<file path="src/sv/spba_pkg.sv">
// shared types, constants and helpers of the segregated pool block allocator
`timescale 1ns / 1ps
`default_nettype none

package spba_pkg;

    // defaults of the top-level parameters
    localparam int DEF_MAX_BLOCKS = 16;
    localparam int DEF_NUM_POOLS  = 4;
    localparam int DEF_ADDR_BITS  = 16;

    // fixed geometry of the register file and the payload
    localparam int NREG_POOLS = 4;
    localparam int POOL_W     = 2;
    localparam int BYTES_W    = 13;
    localparam int COUNT_W    = 5;
    localparam int REQ_W      = 16;
    localparam int OUT_ADDR_W = 16;
    localparam int STATUS_W   = 3;
    localparam int CMD_W      = 2;
    localparam int S_TDATA_W  = 32;
    localparam int M_TDATA_W  = 24;
    localparam int CFG_IDX_W  = 4;
    localparam int CFG_DATA_W = 13;

    typedef logic [BYTES_W-1:0]  t_bytes;
    typedef logic [COUNT_W-1:0]  t_count;
    typedef logic [CMD_W-1:0]    t_cmd;
    typedef logic [STATUS_W-1:0] t_status;

    localparam t_bytes MAX_BYTES = 13'd4096;
    localparam t_count MAX_COUNT = 5'd16;

    localparam t_bytes RESET_BYTES [NREG_POOLS] = '{13'd16, 13'd32, 13'd64, 13'd128};
    localparam t_count RESET_COUNT [NREG_POOLS] = '{5'd2, 5'd2, 5'd3, 5'd3};

    // commands
    localparam t_cmd CMD_ALLOC = 2'd0;
    localparam t_cmd CMD_FREE  = 2'd1;
    localparam t_cmd CMD_QUERY = 2'd2;

    // result status codes
    localparam t_status STAT_OK          = 3'd0;
    localparam t_status STAT_NO_SPACE    = 3'd1;
    localparam t_status STAT_OUT_OF_HEAP = 3'd2;
    localparam t_status STAT_NOT_START   = 3'd3;
    localparam t_status STAT_ALREADY     = 3'd4;

    // register indexes
    localparam logic [CFG_IDX_W-1:0] CFG_POOL_BYTES0 = 4'd0;
    localparam logic [CFG_IDX_W-1:0] CFG_POOL_COUNT0 = 4'd4;
    localparam logic [CFG_IDX_W-1:0] CFG_END         = 4'd8;

    // compare results of the shared step unit
    typedef struct packed {
        logic fits_limit;
        logic addr_below;
        logic addr_at;
    } t_step_flags;

    // list memory controls
    typedef struct packed {
        logic wr_next;
        logic wr_off;
        logic rd;
    } t_mem_ctrl;

    function automatic t_bytes sat_bytes(input t_bytes b);
        t_bytes r;
        r = b;
        if (b == '0) r = 13'd1;
        else if (b > MAX_BYTES) r = MAX_BYTES;
        return r;
    endfunction

    function automatic t_count sat_count(input t_count c);
        return (c > MAX_COUNT) ? MAX_COUNT : c;
    endfunction

endpackage

`default_nettype wire

</file>
<file path="src/sv/segregated_pool_block_allocator.sv">
// allocate: pools are scanned in pool order for one that covers the request and still has
// a free block, whose link and offset are then read; free and query walk the blocks from
// the heap start to the address, or answer at once past the heap end or for the unused command
// one request in flight; the next is taken once the result sits in the output register
// after reset and after each write to a pool register the lists are rebuilt block by block,
// during which no request is taken; reset is synchronous, active low
`timescale 1ns / 1ps
`default_nettype none

module segregated_pool_block_allocator import spba_pkg::*; #(
    parameter int MAX_BLOCKS = DEF_MAX_BLOCKS,
    parameter int NUM_POOLS  = DEF_NUM_POOLS,
    parameter int ADDR_BITS  = DEF_ADDR_BITS
) (
    input  logic                  i_clk,
    input  logic                  i_rst_n,
    input  logic                  i_s_tvalid,
    output logic                  o_s_tready,
    input  logic [S_TDATA_W-1:0]  i_s_tdata,   // request_bytes [15:0], block_address [31:16]
    input  logic [CMD_W-1:0]      i_s_tuser,   // cmd [1:0]
    output logic                  o_m_tvalid,
    input  logic                  i_m_tready,
    output logic [M_TDATA_W-1:0]  o_m_tdata,   // granted_address [15:0], status [18:16],
                                               // block_is_free [19], zero [23:20]
    input  logic                  i_cfg_valid,
    output logic                  o_cfg_ready,
    input  logic [CFG_IDX_W-1:0]  i_cfg_index,
    input  logic [CFG_DATA_W-1:0] i_cfg_data
);

    localparam int PTR_W = $clog2(MAX_BLOCKS+1);
    localparam int IDX_W = (MAX_BLOCKS > 1) ? $clog2(MAX_BLOCKS) : 1;
    localparam int ACC_W = ADDR_BITS + 1;
    localparam int SUM_W = ((ADDR_BITS > REQ_W) ? ADDR_BITS : REQ_W) + 1;

    localparam logic [2:0] S_RB_START = 3'd0;
    localparam logic [2:0] S_RB_STEP  = 3'd1;
    localparam logic [2:0] S_IDLE     = 3'd2;
    localparam logic [2:0] S_AL_SCAN  = 3'd3;
    localparam logic [2:0] S_AL_POP   = 3'd4;
    localparam logic [2:0] S_LOC      = 3'd5;
    localparam logic [2:0] S_FOUND    = 3'd6;
    localparam logic [2:0] S_OUT      = 3'd7;

    logic [2:0]           r_state;

    t_bytes               r_cfg_bytes [NREG_POOLS];
    t_count               r_cfg_count [NREG_POOLS];

    t_bytes               r_lay_bytes [NREG_POOLS];
    t_count               r_lay_cnt   [NREG_POOLS];
    logic [ACC_W-1:0]     r_heap_end;

    logic [PTR_W-1:0]     r_head [NREG_POOLS];
    logic [NREG_POOLS-1:0] r_head_vld;
    logic [MAX_BLOCKS-1:0] r_next_vld;
    logic [MAX_BLOCKS-1:0] r_free;

    logic [POOL_W-1:0]    r_pool;
    t_count               r_n;
    logic [PTR_W-1:0]     r_g;
    logic [ACC_W-1:0]     r_acc;

    t_cmd                 r_cmd;
    logic [REQ_W-1:0]     r_req;
    logic [REQ_W-1:0]     r_addr;

    logic [OUT_ADDR_W-1:0] r_res_addr;
    t_status              r_res_status;
    logic                 r_res_free;

    logic                 r_out_vld;
    logic [OUT_ADDR_W-1:0] r_out_addr;
    t_status              r_out_status;
    logic                 r_out_free;

    t_bytes               cur_bytes;
    t_count               want;
    logic [SUM_W-1:0]     sum;
    t_step_flags          flags;
    logic                 rb_add;
    logic                 last_pool;
    logic                 al_hit;
    logic                 pool_done;
    logic [PTR_W-1:0]     g_prev;
    logic [IDX_W-1:0]     blk_idx;
    logic [IDX_W-1:0]     prev_idx;
    logic                 in_xfer;
    logic                 cfg_xfer;
    logic                 out_slot;
    logic                 in_beyond;
    logic [REQ_W-1:0]     in_req;
    logic [REQ_W-1:0]     in_addr;
    logic                 free_ok;

    t_mem_ctrl            mem_ctrl;
    logic [IDX_W-1:0]     mem_raddr;
    logic [PTR_W-1:0]     mem_wnext;
    logic [PTR_W-1:0]     mem_rnext;
    logic [ADDR_BITS-1:0] mem_roff;

    assign in_req   = i_s_tdata[REQ_W-1:0];
    assign in_addr  = i_s_tdata[2*REQ_W-1:REQ_W];

    assign o_cfg_ready = (r_state == S_IDLE);
    assign o_s_tready  = (r_state == S_IDLE) && !i_cfg_valid;
    assign cfg_xfer    = i_cfg_valid && o_cfg_ready;
    assign in_xfer     = i_s_tvalid && o_s_tready;
    assign out_slot    = !r_out_vld || i_m_tready;

    // layout walk uses the raw register with saturation, everything else the stored layout
    assign cur_bytes = (r_state == S_RB_STEP) ? sat_bytes(r_cfg_bytes[r_pool])
                                              : r_lay_bytes[r_pool];
    assign want      = (32'(r_pool) >= NUM_POOLS) ? '0 : sat_count(r_cfg_count[r_pool]);

    spba_step #(
        .ADDR_BITS (ADDR_BITS)
    ) u_step (
        .i_acc   (r_acc),
        .i_bytes (cur_bytes),
        .i_addr  (r_addr),
        .o_sum   (sum),
        .o_flags (flags)
    );

    assign rb_add    = (r_n < want) && (r_g < PTR_W'(MAX_BLOCKS)) && flags.fits_limit;
    assign last_pool = (r_pool == POOL_W'(NREG_POOLS - 1));
    assign al_hit    = (r_req <= REQ_W'(r_lay_bytes[r_pool])) && r_head_vld[r_pool]
                       && (r_head[r_pool] < PTR_W'(MAX_BLOCKS));
    assign pool_done = (r_n >= r_lay_cnt[r_pool]);
    assign g_prev    = r_g - PTR_W'(1);
    assign blk_idx   = r_g[IDX_W-1:0];
    assign prev_idx  = g_prev[IDX_W-1:0];
    assign in_beyond = (SUM_W'(in_addr) >= SUM_W'(r_heap_end));
    assign free_ok   = (r_state == S_FOUND) && (r_cmd == CMD_FREE) && !r_free[blk_idx];

    assign mem_ctrl.wr_off  = (r_state == S_RB_STEP) && rb_add;
    assign mem_ctrl.wr_next = ((r_state == S_RB_STEP) && rb_add) || free_ok;
    assign mem_ctrl.rd      = (r_state == S_AL_SCAN) && al_hit;
    assign mem_wnext        = (r_state == S_RB_STEP) ? (r_g + PTR_W'(1)) : r_head[r_pool];
    assign mem_raddr        = r_head[r_pool][IDX_W-1:0];

    spba_list_mem #(
        .MAX_BLOCKS (MAX_BLOCKS),
        .ADDR_BITS  (ADDR_BITS)
    ) u_list_mem (
        .i_clk   (i_clk),
        .i_ctrl  (mem_ctrl),
        .i_waddr (blk_idx),
        .i_wnext (mem_wnext),
        .i_woff  (r_acc[ADDR_BITS-1:0]),
        .i_raddr (mem_raddr),
        .o_rnext (mem_rnext),
        .o_roff  (mem_roff)
    );

    always_ff @(posedge i_clk) begin
        if (!i_rst_n) begin
            r_state     <= S_RB_START;
            r_cfg_bytes <= RESET_BYTES;
            r_cfg_count <= RESET_COUNT;
            r_head_vld  <= '0;
            r_next_vld  <= '0;
            r_free      <= '1;
            r_out_vld   <= 1'b0;
        end else begin
            if (r_state == S_OUT && out_slot) begin
                r_out_vld    <= 1'b1;
                r_out_addr   <= r_res_addr;
                r_out_status <= r_res_status;
                r_out_free   <= r_res_free;
            end else if (i_m_tready) begin
                r_out_vld <= 1'b0;
            end

            unique case (r_state)
                S_RB_START: begin
                    r_free     <= '1;
                    r_next_vld <= '0;
                    r_acc      <= '0;
                    r_g        <= '0;
                    r_pool     <= '0;
                    r_n        <= '0;
                    r_state    <= S_RB_STEP;
                end
                S_RB_STEP: begin
                    r_lay_bytes[r_pool] <= cur_bytes;
                    if (r_n == '0) begin
                        r_head[r_pool]     <= r_g;
                        r_head_vld[r_pool] <= rb_add;
                    end
                    if (rb_add) begin
                        // link the previous block of this pool to the new one
                        if (r_n != '0) begin
                            r_next_vld[prev_idx] <= 1'b1;
                        end
                        r_next_vld[blk_idx] <= 1'b0;
                        r_acc <= sum[ACC_W-1:0];
                        r_g   <= r_g + PTR_W'(1);
                        r_n   <= r_n + COUNT_W'(1);
                    end else begin
                        r_lay_cnt[r_pool] <= r_n;
                        r_n <= '0;
                        if (last_pool) begin
                            r_heap_end <= r_acc;
                            r_state    <= S_IDLE;
                        end else begin
                            r_pool <= r_pool + POOL_W'(1);
                        end
                    end
                end
                S_IDLE: begin
                    if (cfg_xfer) begin
                        if (i_cfg_index < CFG_POOL_COUNT0) begin
                            r_cfg_bytes[i_cfg_index[POOL_W-1:0]] <= i_cfg_data[BYTES_W-1:0];
                            r_state <= S_RB_START;
                        end else if (i_cfg_index < CFG_END) begin
                            r_cfg_count[i_cfg_index[POOL_W-1:0]] <= i_cfg_data[COUNT_W-1:0];
                            r_state <= S_RB_START;
                        end
                    end else if (in_xfer) begin
                        r_cmd        <= i_s_tuser;
                        r_req        <= in_req;
                        r_addr       <= in_addr;
                        r_res_addr   <= '0;
                        r_res_status <= STAT_OK;
                        r_res_free   <= 1'b0;
                        r_acc        <= '0;
                        r_g          <= '0;
                        r_pool       <= '0;
                        r_n          <= '0;
                        unique case (i_s_tuser) inside
                            CMD_ALLOC: begin
                                r_state <= S_AL_SCAN;
                            end
                            CMD_FREE, CMD_QUERY: begin
                                if (in_beyond) begin
                                    r_res_status <= STAT_OUT_OF_HEAP;
                                    r_state      <= S_OUT;
                                end else begin
                                    r_state <= S_LOC;
                                end
                            end
                            default: begin
                                r_state <= S_OUT;
                            end
                        endcase
                    end
                end
                S_AL_SCAN: begin
                    if (al_hit) begin
                        r_g                 <= r_head[r_pool];
                        r_free[mem_raddr]   <= 1'b0;
                        r_state             <= S_AL_POP;
                    end else if (last_pool) begin
                        r_res_status <= STAT_NO_SPACE;
                        r_state      <= S_OUT;
                    end else begin
                        r_pool <= r_pool + POOL_W'(1);
                    end
                end
                S_AL_POP: begin
                    r_head[r_pool]     <= mem_rnext;
                    r_head_vld[r_pool] <= r_next_vld[blk_idx];
                    r_res_addr         <= OUT_ADDR_W'(mem_roff);
                    r_state            <= S_OUT;
                end
                S_LOC: begin
                    if (pool_done) begin
                        if (last_pool) begin
                            r_res_status <= STAT_OUT_OF_HEAP;
                            r_state      <= S_OUT;
                        end else begin
                            r_pool <= r_pool + POOL_W'(1);
                            r_n    <= '0;
                        end
                    end else if (flags.addr_below) begin
                        if (flags.addr_at) begin
                            r_state <= S_FOUND;
                        end else begin
                            r_res_status <= STAT_NOT_START;
                            r_state      <= S_OUT;
                        end
                    end else begin
                        r_acc <= sum[ACC_W-1:0];
                        r_g   <= r_g + PTR_W'(1);
                        r_n   <= r_n + COUNT_W'(1);
                    end
                end
                S_FOUND: begin
                    if (r_cmd == CMD_FREE) begin
                        if (r_free[blk_idx]) begin
                            r_res_status <= STAT_ALREADY;
                        end else begin
                            // push as new head of its pool
                            r_head[r_pool]      <= r_g;
                            r_head_vld[r_pool]  <= 1'b1;
                            r_next_vld[blk_idx] <= r_head_vld[r_pool];
                            r_free[blk_idx]     <= 1'b1;
                        end
                    end else begin
                        r_res_free <= r_free[blk_idx];
                    end
                    r_state <= S_OUT;
                end
                S_OUT: begin
                    if (out_slot) begin
                        r_state <= S_IDLE;
                    end
                end
                default: begin
                    r_state <= S_RB_START;
                end
            endcase
        end
    end

    assign o_m_tvalid = r_out_vld;
    assign o_m_tdata  = {{(M_TDATA_W - OUT_ADDR_W - STATUS_W - 1){1'b0}},
                         r_out_free, r_out_status, r_out_addr};

endmodule

`default_nettype wire

</file>
<file path="src/sv/spba_step.sv">
// shared add and compare unit used by the layout walk and the address walk
`timescale 1ns / 1ps
`default_nettype none

module spba_step import spba_pkg::*; #(
    parameter int ADDR_BITS = DEF_ADDR_BITS
) (
    input  logic [ADDR_BITS:0]                                       i_acc,
    input  t_bytes                                                   i_bytes,
    input  logic [REQ_W-1:0]                                         i_addr,
    output logic [((ADDR_BITS > REQ_W) ? ADDR_BITS : REQ_W):0]       o_sum,
    output t_step_flags                                              o_flags
);

    localparam int SUM_W = ((ADDR_BITS > REQ_W) ? ADDR_BITS : REQ_W) + 1;
    localparam logic [SUM_W-1:0] LIMIT = SUM_W'(1) << ADDR_BITS;

    logic [SUM_W-1:0] acc_ext;
    logic [SUM_W-1:0] addr_ext;

    assign acc_ext  = SUM_W'(i_acc);
    assign addr_ext = SUM_W'(i_addr);
    assign o_sum    = acc_ext + SUM_W'(i_bytes);

    assign o_flags.fits_limit = (o_sum <= LIMIT);
    assign o_flags.addr_below = (addr_ext < o_sum);
    assign o_flags.addr_at    = (addr_ext == acc_ext);

endmodule

`default_nettype wire

</file>
<file path="src/sv/spba_list_mem.sv">
// free-list link memory and block offset memory, one write and one read port
`timescale 1ns / 1ps
`default_nettype none

module spba_list_mem import spba_pkg::*; #(
    parameter int MAX_BLOCKS = DEF_MAX_BLOCKS,
    parameter int ADDR_BITS  = DEF_ADDR_BITS
) (
    input  logic                                              i_clk,
    input  t_mem_ctrl                                         i_ctrl,
    input  logic [((MAX_BLOCKS > 1) ? $clog2(MAX_BLOCKS) : 1)-1:0] i_waddr,
    input  logic [$clog2(MAX_BLOCKS+1)-1:0]                   i_wnext,
    input  logic [ADDR_BITS-1:0]                              i_woff,
    input  logic [((MAX_BLOCKS > 1) ? $clog2(MAX_BLOCKS) : 1)-1:0] i_raddr,
    output logic [$clog2(MAX_BLOCKS+1)-1:0]                   o_rnext,
    output logic [ADDR_BITS-1:0]                              o_roff
);

    localparam int PTR_W = $clog2(MAX_BLOCKS+1);

    logic [PTR_W-1:0]     mem_next [MAX_BLOCKS];
    logic [ADDR_BITS-1:0] mem_off  [MAX_BLOCKS];

    always_ff @(posedge i_clk) begin
        if (i_ctrl.wr_next) begin
            mem_next[i_waddr] <= i_wnext;
        end
        if (i_ctrl.wr_off) begin
            mem_off[i_waddr] <= i_woff;
        end
        if (i_ctrl.rd) begin
            o_rnext <= mem_next[i_raddr];
            o_roff  <= mem_off[i_raddr];
        end
    end

endmodule

`default_nettype wire

</file>
<file path="config.mk">
export PLATFORM = sky130hd
export DESIGN_NAME = segregated_pool_block_allocator
export DESIGN_NICKNAME = d
export VERILOG_FILES = /design/src/sv/spba_pkg.sv /design/src/sv/segregated_pool_block_allocator.sv /design/src/sv/spba_step.sv /design/src/sv/spba_list_mem.sv
export SDC_FILE = /design/constraint.sdc
export NUM_CORES = 1
export LEC_CHECK = 0
export BUFFER_PORTS_ARGS = -buffer_cell sky130_fd_sc_hd__buf_2
export CAP_MARGIN = 20
export CORE_AREA = 8 8 267 244
export DETAILED_ROUTE_END_ITERATION = 7
export DIE_AREA = 0 0 275 252
export PLACE_DENSITY_LB_ADDON = 0.05
export SYNTH_ARGS = -nofsm -noshare
export SYNTH_HDL_FRONTEND = slang
export SYNTH_SLANG_ARGS = --single-unit
</file>
<file path="constraint.sdc">
create_clock -name i_clk -period 7.98 [get_ports i_clk]
set_clock_uncertainty 0.15 [all_clocks]
set_input_delay 0.798 -clock i_clk [delete_from_list [all_inputs] [get_ports i_clk]]
set_output_delay 0.798 -clock i_clk [all_outputs]
set_load 0.1 [all_outputs]
</file>
**After elaboration in Yosys (flattened, before gate mapping)**

Memories as Yosys holds them, arrays and structs flattened. A register that Yosys moved wholly into a read port is not among the register bits.
Cells that the tools add are included.

- Register bits after elaboration: 232
- RAM bits: 428
- Logic and storage cells: 303
- Bits of input ports: 56
- Memories kept: 5
- Output and inout port bits: 27

Memory list:

| memory | words | bits a word | rd ports | clocked after Yosys merged registers in | wr ports | line | source |
|---|---|---|---|---|---|---|---|
| u_list_mem.mem_off | 16 | 16 | 1 | 1 | 1 | spba_list_mem.sv:22 | `logic [ADDR_BITS-1:0] mem_off [MAX_BLOCKS];` |
| u_list_mem.mem_next | 16 | 5 | 1 | 1 | 1 | spba_list_mem.sv:21 | `logic [PTR_W-1:0] mem_next [MAX_BLOCKS];` |
| r_lay_bytes | 4 | 13 | 1 | 1 | 1 | segregated_pool_block_allocator.sv:50 | `t_bytes r_lay_bytes [NREG_POOLS];` |
| r_head | 4 | 5 | 1 | 1 | 1 | segregated_pool_block_allocator.sv:54 | `logic [PTR_W-1:0] r_head [NREG_POOLS];` |
| r_lay_cnt | 4 | 5 | 1 | 1 | 1 | segregated_pool_block_allocator.sv:51 | `t_count r_lay_cnt [NREG_POOLS];` |

- Bitwise operators: 14
- Eq/ne operators: 36
- Add/sub/neg operators: 5
- Magnitude comparators: 23
- Reductions and logical operators: 54
- Muxes and demuxes: 139

Operators by type and width:

| cell | count |
|---|---|
| $mux W16 | 12 |
| $pmux W16 S3 | 2 |
| $mux W17 | 5 |
| $mux W5 | 17 |
| $mux W13 | 6 |
| $pmux W17 S4 | 1 |
| $mux W3 | 20 |
| $bwmux W52 | 1 |
| $mux W1 | 36 |
| $and A16 B16 Y16 | 2 |
| $not A16 Y16 | 2 |
| $or A16 B16 Y16 | 2 |
| $pmux W16 S2 | 1 |
| $reduce_and A4 Y1 | 7 |
| $bmux W13 S2 | 1 |
| $demux W13 S2 | 1 |
| $ne A2 B2 Y1 const B | 13 |
| $pmux W5 S5 | 1 |
| $mux W2 | 12 |
| $pmux W3 S7 | 1 |
| $bwmux W20 | 1 |
| $pmux W5 S4 | 1 |
| $add A17 B13 Y17 | 1 |
| $eq A16 B17 Y1 | 1 |
| other kinds (66) | 124 |

**Depth between registers and ports, before layout**

- Depth after elaboration: 17
- Depth in mapped cells: 25
- Gate-level depth less buffers: 23

**Hierarchy**

Synthesis repeated with hierarchy kept, for this count alone.

- Cells, all modules: 1932
- Area, all modules: 29637.2 µm²

Modules (own cells, without submodules):

| module | area each (µm²) | sequential area each (µm²) | cells each | times used |
|---|---|---|---|---|
| segregated_pool_block_allocator | 14805.4 | 8648.3 | 1187 | 1 |
| spba_list_mem | 13589.3 | 10720.3 | 581 | 1 |
| spba_step | 1242.4 | 0.0 | 164 | 1 |

**Least setup slack after synthesis**

OpenSTA, ideal clock, no wires.

- Path kind: register to register
- Start: register r_pool[0]
- End: register r_heap_end[0] (enable)
- Buffers on the path: 2
- Data required time: 7.418 ns
- Library setup time: 0.412 ns
- Arrival time: 5.871 ns
- Stages on the path, launching flop included: 21
- Setup slack: 1.546 ns
- Period minus slack after synthesis: 6.434 ns
- Cells stage by stage: edfxtp_1 -> buf_2 -> buf_2 -> mux4_2 -> nor4_1 -> nand3_1 -> xnor2_1 -> nor2_1 -> nand2_1 -> o21ai_0 -> inv_1 -> fa_1 -> nor2b_1 -> o2111ai_1 -> a21oi_1 -> a21oi_1 -> xor2_1 -> or4b_4 -> o21bai_4 -> and2b_1 -> nor3_1

- Word-level cells in the longest chain between the ends: 13
- Elaborated cells on any way between the ends: 22
- Classes of those cells: 1 x add/sub; 4 x order compare; 1 x eq/ne; 10 x mux; 2 x bitwise; 4 x reduce/logical

Ends and longest elaborated chain:

| item | line | source |
|---|---|---|
| start: declaration | segregated_pool_block_allocator.sv:59 | `logic [POOL_W-1:0] r_pool;` |
| start signal: assignment | segregated_pool_block_allocator.sv:208 | `r_pool <= r_pool + POOL_W'(1);` |
| start signal: assignment | segregated_pool_block_allocator.sv:259 | `r_pool <= r_pool + POOL_W'(1);` |
| start signal: assignment | segregated_pool_block_allocator.sv:274 | `r_pool <= r_pool + POOL_W'(1);` |
| $not A2 Y3 (not written as such) (*) | segregated_pool_block_allocator.sv:112 | `assign cur_bytes = (r_state == S_RB_STEP) ? sat_bytes(r_cfg_bytes[r_pool])` |
| $bmux W13 S2 (*) | segregated_pool_block_allocator.sv:112 |  |
| $mux W13 (not written as such) (*) (2 in a row) | segregated_pool_block_allocator.sv:112 |  |
| $gt A13 B13 Y1 | spba_pkg.sv:72 | `else if (b > MAX_BYTES) r = MAX_BYTES;` |
| $mux W13 | spba_pkg.sv:72 |  |
| $mux W13 (*) | spba_pkg.sv:71 | `if (b == '0) r = 13'd1;` |
| $mux W13 (*) | segregated_pool_block_allocator.sv:112 |  |
| via cur_bytes[1] | segregated_pool_block_allocator.sv:77 | `t_bytes cur_bytes;` |
| $add A17 B13 Y17 (*) | spba_step.sv:23 | `assign o_sum = acc_ext + SUM_W'(i_bytes);` |
| $le A17 B17 Y1 (*) | spba_step.sv:25 | `assign o_flags.fits_limit = (o_sum <= LIMIT);` |
| $logic_and A1 B1 Y1 (*) | segregated_pool_block_allocator.sv:126 | `assign rb_add = (r_n < want) && (r_g < PTR_W'(MAX_BLOCKS)) && flags.fits_limit;` |
| $not A1 Y1 (no line) (*) | n/a |  |
| $reduce_and A4 Y1 (no line) (*) | n/a |  |
| end signal: assignment | segregated_pool_block_allocator.sv:205 | `r_heap_end <= r_acc;` |
| end: declaration | segregated_pool_block_allocator.sv:52 | `logic [ACC_W-1:0] r_heap_end;` |

The timed path passes the listed nets; every way through them passes the cells marked *. The select of a mux whose other input is x is not followed.
A chain may end at the register's enable or synchronous reset.

**Worst setup path in the final report**

- Start: register r_pool[0]
- End: register r_acc[16] (enable)

- Word-level cells in the longest chain between the ends: 13
- Elaborated cells on any way between the ends: 23
- Classes of those cells: 1 x add/sub; 5 x order compare; 2 x eq/ne; 10 x mux; 1 x bitwise; 4 x reduce/logical

Ends and longest elaborated chain:

| item | line | source |
|---|---|---|
| $not A2 Y3 (not written as such) (*) | segregated_pool_block_allocator.sv:112 |  |
| $bmux W13 S2 (*) | segregated_pool_block_allocator.sv:112 |  |
| $mux W13 (not written as such) (*) (2 in a row) | segregated_pool_block_allocator.sv:112 |  |
| $gt A13 B13 Y1 | spba_pkg.sv:72 |  |
| $mux W13 | spba_pkg.sv:72 |  |
| $mux W13 (*) | spba_pkg.sv:71 |  |
| $mux W13 (*) | segregated_pool_block_allocator.sv:112 |  |
| via cur_bytes[1] | segregated_pool_block_allocator.sv:77 |  |
| $add A17 B13 Y17 (*) | spba_step.sv:23 |  |
| $le A17 B17 Y1 | spba_step.sv:25 |  |
| $logic_and A1 B1 Y1 | segregated_pool_block_allocator.sv:126 |  |
| $ne A2 B2 Y1 (no line) | n/a |  |
| $reduce_and A7 Y1 (no line) (*) | n/a |  |
| end signal: assignment | segregated_pool_block_allocator.sv:198 | `r_acc <= sum[ACC_W-1:0];` |
| end signal: assignment | segregated_pool_block_allocator.sv:285 | `r_acc <= sum[ACC_W-1:0];` |
| end: declaration | segregated_pool_block_allocator.sv:62 | `logic [ACC_W-1:0] r_acc;` |

Marks and branches as above.

==> summary.md <==
| Metric | Value |
|---|---|
| Reg-to-Reg Start | r_pool[0]$_DFFE_PP_ |
| Unrepaired setup endpoints after global routing | no |
| Leading cell type in the layout, fill and taps excluded | edfxtp_1 |
| Row cnt | 86 |
| Element type at the critical path end | register |
| Num ports | 83 |
| Initial core utilization | 49.5% |
| GR Overflow Total | 0 |
| Synth cell types | 73 |
| Reg2Reg Depth | 24 |
| Synth Area in Compound Gates | 6.75% |
| Design area | 33800 um2 |
| Layout cells sized above 1 | 18.7% |
| Vias in the first global route | 17500 |
| Max VDD drop | 0.237 mV |
| Fin. max-slew vios | 0 |
| Tcrit/Tclk final | 91.3% |
| Placeable Area | 60500 um2 |
| Worst Setup Path Type | reg2reg |
| Run status | complete, no violations |
| # clock sinks | 683 |
| CP required | 8060 ps |
| Critical R2R Capture | r_acc[16]$_SDFFCE_PP0P_ |
| Critical path arrival | 7360 ps |
| Wire length per cell | 24.4 um |
| Least-Margin Pin Slew | 1150 ps |
| Worst-path clk slew | 60 ps |
| Fin. Hold Viols | 0 |
| Mapped Cells | 2060 |
| TritonCTS Buffers | 72 |
| Worst Path Buf+Inv | 2 |
| Post-route minimum period | 7280 ps |
| Post-route ant nets | 0 |
| Combinational family with the most area after synthesis | multiplexers |
| Initial antenna violation count | 0 |
| Final setup viols | 0 |
| Portion of netlist area occupied by mux cells | 13.1% |
| Hold Path Depth | 1 |
| Routability congestion estimate | 0.859 |
| Cell Area, Placed | 31300 um2 |
| CP startpoint kind | register |
| CP Cell Sequence | buf_12, mux4_2, nor4_1, nand3_1, xnor2_1, nor2_1, nand2_1, o21ai_0, ha_1, a211oi_1, o21bai_1, a2111oi_0, nor3_1, xor2_1, inv_1, ha_1, a21oi_1, o211ai_1, a31oi_1, o21ai_0, nand4_1, or2_2, a21oi_1, a21o_1 |
| Maximum fanout along the worst path | 17 |
| FMAX | 0.137 GHz |
| Asr flop ratio synth | 0% |
| Synth Area in Simple Gates | 8.87% |
| Max transition margin | 22.6% |
| Final Util | 55.9% |
| CTS tree | built |
| Detailed Routing Iterations Pass 1 | 5 |
| Commonest cells after routing, fill and taps aside | 569 x edfxtp_1, 190 x nand2_1, 133 x mux4_2, 113 x dfxtp_1, 102 x nor2_1 |
| Synth Area in XOR/XNOR | 0.965% |
| ANT cells | 0 |
| Residual DRC count | 0 |
| Post-cts resize count | 0 |
| Most common flop cell mapped by yosys | edfxtp_1 |
| Fillers | 4901 |
| HP Class | in2reg |
| Die width | 275 um |
| Die area | 69300 um2 |
| Register area share after synthesis | 64.7% |
| #FFs+latches synth | 683 |
| EDFF count, synth | 569 |
| Port Buf Inserts | 78 |
| Max-Cap Viols | 0 |
| Fin nets | 2289 |
| GRT Resource Usage Total | 21.1% |
| Worst-Skew Late Latency | 600 ps |
| Setup slack, reg-to-reg | 700 ps |
| Avg Vias per Cell | 5.89 |
| Clock root buffer | clkbuf_16 |
| Top delay family on crit path | compound AO/OA/AOI/OAI gates |
| Max clock buf depth | 3 |
| Leak | 11.7 nW |
| Power Density | 374 nW/um2 |
| HP Start | i_s_tdata[11] |
| Crit-path max cell delay | 540 ps |
| Synth warnings | 0 |
| WL final | 73.4 mm |
| Worst path slowest cell | nor4_1 |
| Adder-cell area share of the yosys netlist | 3.24% |
| Initial drt markers | 1568 |
| Netlist Area Pre-Place | 29900 um2 |
| H-tree Lvls | 3 |
| P&R area growth vs syn | 12.9% |
| Largest net degree at the start of global routing | 76 |
| Setup_tns | 0 ps |
| Via count | 17700 |
| DP HPWL | 48.4 mm |
| WHS Endpoint | r_req[11]$_DFFE_PP_ |
| First-pass GRT wire length | 110 mm |
| Die Y-Extent | 252 um |
| Syn Area/Cell | 14.5 um2 |
registers in the layout, summed over array words and instances (netlist names), 4 cells and up, named ones only:
register             cells
r_acc                   17
r_addr                  16
r_cfg_bytes             52
r_cfg_count             20
r_free                  16
r_g                      5
r_head                  20
r_head_vld               4
r_heap_end              17
r_lay_bytes             52
r_lay_cnt               20
r_n                      5
r_next_vld              16
r_out_addr              16
r_req                   16
r_res_addr              16
u_list_mem.mem_next     80
u_list_mem.mem_off     256
u_list_mem.o_rnext       5
u_list_mem.o_roff       16
layer usage:
layer	global-route usage [%]	part of all wire (%)	up-vias	wire length [um]
met4	4.70	1.9	0	1380
met2	32.0	45	533	33400
met3	3.66	5.6	94	4080
li1	-	-	8064	-
met1	31.7	47	9013	34600
met5	0	0	-	0
cell type report:
| class | instances | area (um2) | share of cell area, % |
|---|---|---|---|
| clock buffers | 92 | 2000 | 5.92 |
| flip-flops and latches | 683 | 19400 | 57.3 |
| inverters | 61 | 229 | 0.677 |
| multi-input cells | 1201 | 9920 | 29.4 |
| clock inverters | 39 | 418 | 1.24 |
| repair buffers | 137 | 868 | 2.57 |
| well taps | 792 | 991 | 2.93 |
per-stage QoR:
step	setup WS [ps]	cells	power [W]	hold WS [ps]
floorplan	1550	2063	0.00787	250
CTS	336	2999	0.0127	178
finish	697	3005	0.0126	218
global placement	727	2867	0.00918	252
detailed placement	419	2868	0.00924	256
global route	58.5	3005	0.0133	180
cells by family (layout without fill, tap and decap cells):
kind of cell	Yosys count	in the layout
and+or+nand+nor	544	544
muxes	223	223
adders and majority gates	77	77
buffers and inverters	179	329
xor gates and xnor gates	33	33
DFF	683	683
AOI/OAI and AO/OA	320	320
other	1	4
cell usage after synthesis, drive strengths merged (6+ instances only):
cell type  instances  area (um2)
a211oi            26         200
nand4             13        87.6
ha                76         951
or3                9        56.3
xnor2              7        61.3
o21ai             88         440
nand2b            13        81.3
a21oi             90         469
dfxtp            114        2280
clkbuf            86         323
inv               60         225
and2              25         156
xor2              26         228
edfxtp           569       17100
mux4             134        3020
o21a               8        60.1
a21boi            27         206
and3              12        75.1
nand3             32         160
mux2               6        67.6
nor2b             73         457
a21o              19         143
nor2             109         412
nor4              22         138
buf               32         159
mux2i             83         831
o211ai             6        45.0
a31oi             17         106
nor3              20         105
nand2            191         719
what timing repair did:
item / CTS / global route
buffers inserted: 0 / 3
setup endpoints to repair: 0 / 30
hold buffers: 0 / 0
worst max path at each step:
stage                        startpoint                       to  slack [ps]  cells past startpoint
floorplan           r_pool[0]$_DFFE_PP_  r_heap_end[0]$_DFFE_PP_        1550                     20
global placement    r_pool[0]$_DFFE_PP_   r_acc[7]$_SDFFCE_PP0P_         730                     23
detailed placement  r_pool[0]$_DFFE_PP_  r_acc[16]$_SDFFCE_PP0P_         420                     23
CTS                 r_pool[0]$_DFFE_PP_  r_acc[15]$_SDFFCE_PP0P_         340                     23
global route        r_pool[1]$_DFFE_PP_  r_acc[13]$_SDFFCE_PP0P_          60                     24
finish              r_pool[0]$_DFFE_PP_  r_acc[16]$_SDFFCE_PP0P_         700                     24
where the power goes:
| group | switching (W) | internal, W |
|---|---|---|
| clock | 0.00138 | 0.00204 |
| sequential | 0.000466 | 0.00453 |
| combinational | 0.00257 | 0.00166 |
| total | 0.00441 | 0.00823 |
No activity file was read; power rests on OpenSTA's default activity.
